## src/rtl/sjfq_pkg.sv

```systemverilog
`timescale 1ns / 1ps
package sjfq_pkg;

  // input command codes
  localparam logic CMD_ARRIVE = 1'b0;
  localparam logic CMD_DONE   = 1'b1;

  // status codes
  localparam logic [1:0] ST_OK      = 2'd0;
  localparam logic [1:0] ST_DROPPED = 2'd1;
  localparam logic [1:0] ST_IDLE    = 2'd2;

  typedef struct packed {
    logic [31:0] svc_time;
    logic [15:0] tag;
  } entry_t;

  typedef enum logic [2:0] {
    S_IDLE,
    S_INS_CMP,
    S_INS_LAST,
    S_POP_HEAD,
    S_POP_SH,
    S_DONE
  } state_t;

endpackage

```

## src/rtl/sjfq_mem.sv

```systemverilog
`timescale 1ns / 1ps
module sjfq_mem import sjfq_pkg::*; #(
  parameter int DEPTH = 16
) (
  input  logic                     clk,
  input  logic                     we,
  input  logic [$clog2(DEPTH)-1:0] waddr,
  input  entry_t                   wdata,
  input  logic [$clog2(DEPTH)-1:0] raddr,
  output entry_t                   rdata
);

  entry_t mem [DEPTH];

  // one write port, one registered read port
  always_ff @(posedge clk) begin
    if (we) begin
      mem[waddr] <= wdata;
    end
    rdata <= mem[raddr];
  end

endmodule

```

## src/rtl/shortest_job_first_queue_server.sv

```systemverilog
`timescale 1ns / 1ps
// channel  direction  ports
// in       input      in_valid, in_ready, in_cmd, in_job_tag, in_service_time
// out      output     out_valid, out_ready, out_started .. out_status
//
// one item at a time; an arrival or completion with nothing stored goes straight to the result
// insert into the store: the k larger entries are shifted up one slot each
// completion with n stored: the head enters service and the store is shifted down one slot
// a cycle through the single memory read port
// synchronous reset clears count and busy; no clearing pass on the store
// the result register holds while out_valid is high and out_ready is low; the next item is taken
// as soon as the result has been loaded
module shortest_job_first_queue_server import sjfq_pkg::*; #(
  parameter int QUEUE_DEPTH = 16
) (
  input  logic        clk,
  input  logic        rst_n,
  input  logic        in_valid,
  output logic        in_ready,
  input  logic        in_cmd,
  input  logic [15:0] in_job_tag,
  input  logic [31:0] in_service_time,
  output logic        out_valid,
  input  logic        out_ready,
  output logic        out_started,
  output logic [15:0] out_start_tag,
  output logic [31:0] out_start_time,
  output logic        out_finished,
  output logic [15:0] out_finished_tag,
  output logic        out_server_busy,
  output logic [4:0]  out_waiting_count,
  output logic [1:0]  out_status
);

  localparam int AW = $clog2(QUEUE_DEPTH);
  localparam int CW = $clog2(QUEUE_DEPTH + 1);

  state_t state_r, state_nxt;
  logic [CW-1:0] cnt_r, cnt_nxt;
  logic [AW-1:0] pos_r, pos_nxt;
  logic busy_r, busy_nxt;
  logic [15:0] serv_r, serv_nxt;
  entry_t new_r, new_nxt;
  logic res_st_r, res_st_nxt, res_fin_r, res_fin_nxt;
  logic [15:0] res_stag_r, res_stag_nxt, res_ftag_r, res_ftag_nxt;
  logic [31:0] res_stime_r, res_stime_nxt;
  logic [1:0] res_status_r, res_status_nxt;
  logic out_valid_r;
  logic mem_we;
  logic [AW-1:0] mem_waddr, mem_raddr;
  entry_t mem_wdata, mem_rdata;
  logic in_acc, out_load;

  sjfq_mem #(.DEPTH(QUEUE_DEPTH)) u_mem (
    .clk   (clk),
    .we    (mem_we),
    .waddr (mem_waddr),
    .wdata (mem_wdata),
    .raddr (mem_raddr),
    .rdata (mem_rdata)
  );

  assign in_ready = (state_r == S_IDLE);
  assign in_acc   = in_valid && in_ready;
  assign out_load = (state_r == S_DONE) && (!out_valid_r || out_ready);

  // next state
  always_comb begin
    state_nxt = state_r;
    case (state_r)
      S_IDLE: begin
        if (in_acc) begin
          state_nxt = S_DONE;
          if (busy_r && in_cmd == CMD_ARRIVE && cnt_r != '0
              && cnt_r < CW'(QUEUE_DEPTH)) begin
            state_nxt = S_INS_CMP;
          end else if (busy_r && in_cmd == CMD_DONE && cnt_r != '0) begin
            state_nxt = S_POP_HEAD;
          end
        end
      end
      S_INS_CMP: begin
        if (mem_rdata.svc_time > new_r.svc_time) begin
          state_nxt = (pos_r == AW'(1)) ? S_INS_LAST : S_INS_CMP;
        end else begin
          state_nxt = S_DONE;
        end
      end
      S_INS_LAST: state_nxt = S_DONE;
      S_POP_HEAD: state_nxt = (cnt_r == CW'(1)) ? S_DONE : S_POP_SH;
      S_POP_SH: begin
        if ((CW'(pos_r) + CW'(1)) >= cnt_r) begin
          state_nxt = S_DONE;
        end
      end
      S_DONE: begin
        if (out_load) begin
          state_nxt = S_IDLE;
        end
      end
      default: state_nxt = S_IDLE;
    endcase
  end

  // datapath and memory control
  always_comb begin
    cnt_nxt        = cnt_r;
    pos_nxt        = pos_r;
    busy_nxt       = busy_r;
    serv_nxt       = serv_r;
    new_nxt        = new_r;
    res_st_nxt     = res_st_r;
    res_fin_nxt    = res_fin_r;
    res_stag_nxt   = res_stag_r;
    res_ftag_nxt   = res_ftag_r;
    res_stime_nxt  = res_stime_r;
    res_status_nxt = res_status_r;
    mem_we         = 1'b0;
    mem_waddr      = pos_r;
    mem_wdata      = new_r;
    mem_raddr      = pos_r;
    case (state_r)
      S_IDLE: begin
        if (in_acc) begin
          new_nxt.tag      = in_job_tag;
          new_nxt.svc_time = in_service_time;
          res_st_nxt       = 1'b0;
          res_fin_nxt      = 1'b0;
          res_stag_nxt     = '0;
          res_ftag_nxt     = '0;
          res_stime_nxt    = '0;
          res_status_nxt   = ST_OK;
          pos_nxt          = cnt_r[AW-1:0];
          if (in_cmd == CMD_ARRIVE) begin
            if (!busy_r) begin
              busy_nxt      = 1'b1;
              serv_nxt      = in_job_tag;
              res_st_nxt    = 1'b1;
              res_stag_nxt  = in_job_tag;
              res_stime_nxt = in_service_time;
            end else if (cnt_r >= CW'(QUEUE_DEPTH)) begin
              res_status_nxt = ST_DROPPED;
            end else if (cnt_r == '0) begin
              // empty store: write straight to the head
              mem_we              = 1'b1;
              mem_waddr           = '0;
              mem_wdata.tag       = in_job_tag;
              mem_wdata.svc_time  = in_service_time;
              cnt_nxt             = cnt_r + CW'(1);
            end else begin
              mem_raddr = AW'(cnt_r - CW'(1));
            end
          end else begin
            if (!busy_r) begin
              res_status_nxt = ST_IDLE;
            end else begin
              res_fin_nxt  = 1'b1;
              res_ftag_nxt = serv_r;
              if (cnt_r == '0) begin
                busy_nxt = 1'b0;
              end else begin
                mem_raddr = '0;
              end
            end
          end
        end
      end
      // shift larger entries up until the slot is found
      S_INS_CMP: begin
        mem_we = 1'b1;
        if (mem_rdata.svc_time > new_r.svc_time) begin
          mem_wdata = mem_rdata;
          pos_nxt   = pos_r - AW'(1);
          mem_raddr = pos_r - AW'(2);
        end else begin
          cnt_nxt = cnt_r + CW'(1);
        end
      end
      S_INS_LAST: begin
        mem_we    = 1'b1;
        mem_waddr = '0;
        cnt_nxt   = cnt_r + CW'(1);
      end
      // head enters service, then the rest moves down one slot
      S_POP_HEAD: begin
        serv_nxt      = mem_rdata.tag;
        res_st_nxt    = 1'b1;
        res_stag_nxt  = mem_rdata.tag;
        res_stime_nxt = mem_rdata.svc_time;
        pos_nxt       = AW'(1);
        mem_raddr     = AW'(1);
        if (cnt_r == CW'(1)) begin
          cnt_nxt = '0;
        end
      end
      S_POP_SH: begin
        mem_we    = 1'b1;
        mem_waddr = pos_r - AW'(1);
        mem_wdata = mem_rdata;
        if ((CW'(pos_r) + CW'(1)) < cnt_r) begin
          pos_nxt   = pos_r + AW'(1);
          mem_raddr = pos_r + AW'(1);
        end else begin
          cnt_nxt = cnt_r - CW'(1);
        end
      end
      default: begin
      end
    endcase
  end

  // control registers
  always_ff @(posedge clk) begin
    if (!rst_n) begin
      state_r     <= S_IDLE;
      cnt_r       <= '0;
      busy_r      <= 1'b0;
      serv_r      <= '0;
      out_valid_r <= 1'b0;
    end else begin
      state_r <= state_nxt;
      cnt_r   <= cnt_nxt;
      busy_r  <= busy_nxt;
      serv_r  <= serv_nxt;
      if (out_load) begin
        out_valid_r <= 1'b1;
      end else if (out_ready) begin
        out_valid_r <= 1'b0;
      end
    end
  end

  // working payload
  always_ff @(posedge clk) begin
    pos_r        <= pos_nxt;
    new_r        <= new_nxt;
    res_st_r     <= res_st_nxt;
    res_fin_r    <= res_fin_nxt;
    res_stag_r   <= res_stag_nxt;
    res_ftag_r   <= res_ftag_nxt;
    res_stime_r  <= res_stime_nxt;
    res_status_r <= res_status_nxt;
  end

  // result register
  always_ff @(posedge clk) begin
    if (out_load) begin
      out_started       <= res_st_r;
      out_start_tag     <= res_stag_r;
      out_start_time    <= res_stime_r;
      out_finished      <= res_fin_r;
      out_finished_tag  <= res_ftag_r;
      out_server_busy   <= busy_r;
      out_waiting_count <= 5'(cnt_r);
      out_status        <= res_status_r;
    end
  end

  assign out_valid = out_valid_r;

endmodule
```

## config.mk

```make
export PLATFORM = sky130hd
export DESIGN_NAME = shortest_job_first_queue_server
export DESIGN_NICKNAME = d
export VERILOG_FILES = /design/src/rtl/sjfq_pkg.sv /design/src/rtl/sjfq_mem.sv /design/src/rtl/shortest_job_first_queue_server.sv
export SDC_FILE = /design/constraint.sdc
export NUM_CORES = 1
export LEC_CHECK = 0
export BUFFER_PORTS_ARGS = -buffer_cell sky130_fd_sc_hd__buf_2
export CAP_MARGIN = 20
export CORE_ASPECT_RATIO = 0.5
export CORE_MARGIN = 2
export CORE_UTILIZATION = 55
export CTS_CLUSTER_DIAMETER = 100
export DETAILED_ROUTE_END_ITERATION = 10
export HOLD_SLACK_MARGIN = 0.08
export PLACE_DENSITY = 0.72
export SKIP_CTS_REPAIR_TIMING = 1
export SLEW_MARGIN = 0
export SYNTH_ARGS = -nofsm -noshare
export SYNTH_HDL_FRONTEND = slang
export SYNTH_HIERARCHICAL = 1
export SYNTH_SLANG_ARGS = --single-unit
```

## constraint.sdc

```tcl
create_clock -name clk -period 10.8 [get_ports clk]
set_input_delay 0.54 -clock clk [delete_from_list [all_inputs] [get_ports clk]]
set_output_delay 0.54 -clock clk [all_outputs]
set_load 0.05 [all_outputs]
```

==> results.yml <==
cts:
  htree_levels: 3
  cts_sinks: 1036
  clock_latency_ns: 0.66
  cts_tree: "built"
  cts_buffers: 89
  root_buffer: "clkbuf_16"
  cts_max_path_buffers: 3
  clk_pin_slew_ns: 0.07
finish:
  final_common_cell: "edfxtp_1"
  multi_input_area_sq_um: 9320
  fillers: 5009
  fin_nets: 2460
  ff_latch_area_sq_um: 30400
  drive_gt1_share_pct: 22.6
  final_cells: 3409
  fin_util_pct: 62.3
  layout_common_cells: "edfxtp_1, nand2_1, mux4_2"
  syn2layout_area_growth_pct: 12.6
timing:
  finalSetupViolations: 0
  final.setup.tns_ns: 0
  finalHoldViolCount: 0
  rsz0062_at_grt: "false"
  worst_slew_pin_slew_ns: 1.10
  finalCritPeriodShare_pct: 50.9
  clock.fmax_mhz: 182
  finalCriticalPeriod_ns: 5.50
  skew_ns: 0.0250
  slew_headroom_pct: 26.8
  slew_viol_final: 0
synth:
  synth-seq-area-share_pct: 75.5
  synth_flop_cell: "edfxtp_1"
  syn_nets: 2310
  synth_edf_count: 962
  synth.distinct_cells: 65
  synth_area_sq_um: 40200
  ys_seq_elements: 1036
  syn_inst: 2211
  synth.avg_cell_area_sq_um: 18.2
  synth_async_sr_flop_share_pct: 0
  ys.warnings.count: 6
grt:
  grt_pass1_vias: 21475
  grtUsageTotal_pct: 25.9
  overflow: 0
  grt_max_degree: 138
  antenna_found_initial: 1
  grt_pass1_wl_mm: 142
min_path:
  hp-start: "in_service_time[28]"
  hold_path.class: "in -> reg"
  hold-path-endpoint: "new_r[44]"
  min_path_cells: 1
worst_setup_path:
  arrival_ns: 6.05
  r2r-end: "u_mem/rdata[36]"
  r2r_cells: 11
  cp_num_buf_inv: 4
  crit_path_max_incr_delay_ns: 0.66
  crit_fanout: 101
  path_cells: "or3_1 > inv_2 > nand2_1 > clkinv_2 > o21ai_0 > o221ai_4 > buf_12 > buf_12 > mux4_2 > a22oi_1 > nand2_1"
  critPathTopFamily: "buffers and inverters"
  slowest_stage: "buf_12"
  ff2ff_setup_slack_ns: 5.30
  end_kind: "flip-flop"
  criticalPathCategory: "reg -> reg"
  r2r-start: "state_r[2]"
  crit_required_ns: 11.35
  cp-start-kind: "flip-flop"
routing:
  routed_wl_mm: 96.8
  dr.pass1.iters: 5
  drtIter0Drc: 2849
  via_per_inst: 6.38
  wl_per_cell_microns: 28.4
  drtAntennaViolNets: 0
  vias: 21761
  route.detailed.drc: 0
floorplanning:
  die_w_microns: 387
  dieArea_sq_um: 75500
  core_region_area_sq_um: 72700
  fp-row-count: 70
  boundaryPins: 129
  start_util_pct: 55.3
  dieHeight_microns: 195
power_and_ir_drop:
  p_per_area_nw_per_um2: 362
  peakVddDrop_mv: 0.416
  leakagePower_uw: 0.0156
place:
  dp.final_hpwl_mm: 49.3
  io_buffers: 128
  globalplace.congestion: 0.865
  dp.cells: 3234
run_status:
  status: "finished clean"
flow_run:
  maxCapViolCount: 0
Yosys cell counts (5+ instances only):
master      n  area (sq um)
a22oi_1   144          1080
o211a_1    18           180
o21ai_0    39           195
nand2_1   299          1120
nand4_1     9          56.3
clkbuf_1   71           267
ha_1       46           576
xor2_1      5          43.8
edfxtp_1  962         28900
buf_4      20           150
nor2b_1     7          43.8
and3_1     22           138
buf_2      16          80.1
nor4_1      5          31.3
nand3_1    56           280
mux4_2    192          4320
a21oi_1    43           215
buf_1      10          37.5
nor2_1     37           139
dfxtp_1    74          1480
inv_1      48           180
nor3_1     11          55.1
o211ai_1    5          37.5
metal layers:
layer  global-route usage (%)  routed length (microns)  up-vias
li1                         -                        -     9140
met1                     37.7                    39000    11228
met2                     39.8                    45200     1205
met3                     5.48                     9970      188
met4                     8.15                     2670        0
met5                        0                        0        -
power breakdown:
part / internal [uW] / leakage (uW) / switching [uW]
Sequential: 6080 / 0.00940 / 339
Clock: 1940 / 0.00153 / 1440
Combinational: 2440 / 0.00462 / 4150
layout make-up:
cell class / instances / area share, %
well taps: 972 / 2.68
repair buffers: 178 / 2.41
clock inverters: 53 / 1.39
flip-flops and latches: 1036 / 67.0
multi-input cells: 1006 / 20.6
clock buffers: 113 / 5.50
diodes: 1 / 0.00552
inverters: 50 / 0.417
cell families (layout without fill, tap and decap cells):
family | count (synthesis) | in the layout | synth area share [%]
compound gates | 287 | 287 | 5.05
xor+xnor | 9 | 9 | 0.196
fa+ha+maj | 46 | 46 | 1.43
buf+inv | 169 | 394 | 1.85
flops | 1036 | 1036 | 75.5
mux | 196 | 196 | 10.8
other cells | 0 | 1 | 0
simple gates | 468 | 468 | 5.15
state kept, by name, summed over array words and instances (netlist names), 3 cells and up:
| signal | flops |
|---|---|
| u_mem/mem | 768 |
| u_mem/rdata | 48 |
| res_stag_r | 16 |
| out_finished_tag | 16 |
| res_stime_r | 32 |
| state_r | 3 |
| out_start_tag | 16 |
| out_waiting_count | 5 |
| res_ftag_r | 16 |
| serv_r | 16 |
| new_r | 48 |
| out_start_time | 32 |
| cnt_r | 5 |
| pos_r | 4 |
how the worst max path moves through the flow:
| stage | start | end | slack [ns] | cells past startpoint |
|---|---|---|---|---|
| global placement | state_r[2] | u_mem/rdata[39] | 5.47 | 11 |
| finish | state_r[2] | u_mem/rdata[36] | 5.30 | 11 |
| floorplan | state_r[0] | out_finished | 2.05 | 5 |
| detailed placement | state_r[2] | u_mem/rdata[39] | 5.36 | 11 |
| global route | state_r[2] | u_mem/rdata[33] | 4.89 | 11 |
| CTS | state_r[2] | u_mem/rdata[36] | 5.31 | 11 |
metrics by stage:
stage | total power (uW) | hold WS [ns] | area (sq um) | setup WS (ns)
floorplan | 11100 | 0.400 | 40200 | 2.05
global placement | 12900 | 0.400 | 42100 | 5.47
detailed placement | 13000 | 0.405 | 42100 | 5.36
CTS | 16400 | 0.0483 | 45200 | 5.31
global route | 17100 | 0.0805 | 45300 | 4.89
finish | 16400 | 0.0897 | 45300 | 5.30
Power figures use the tool's default switching activity.
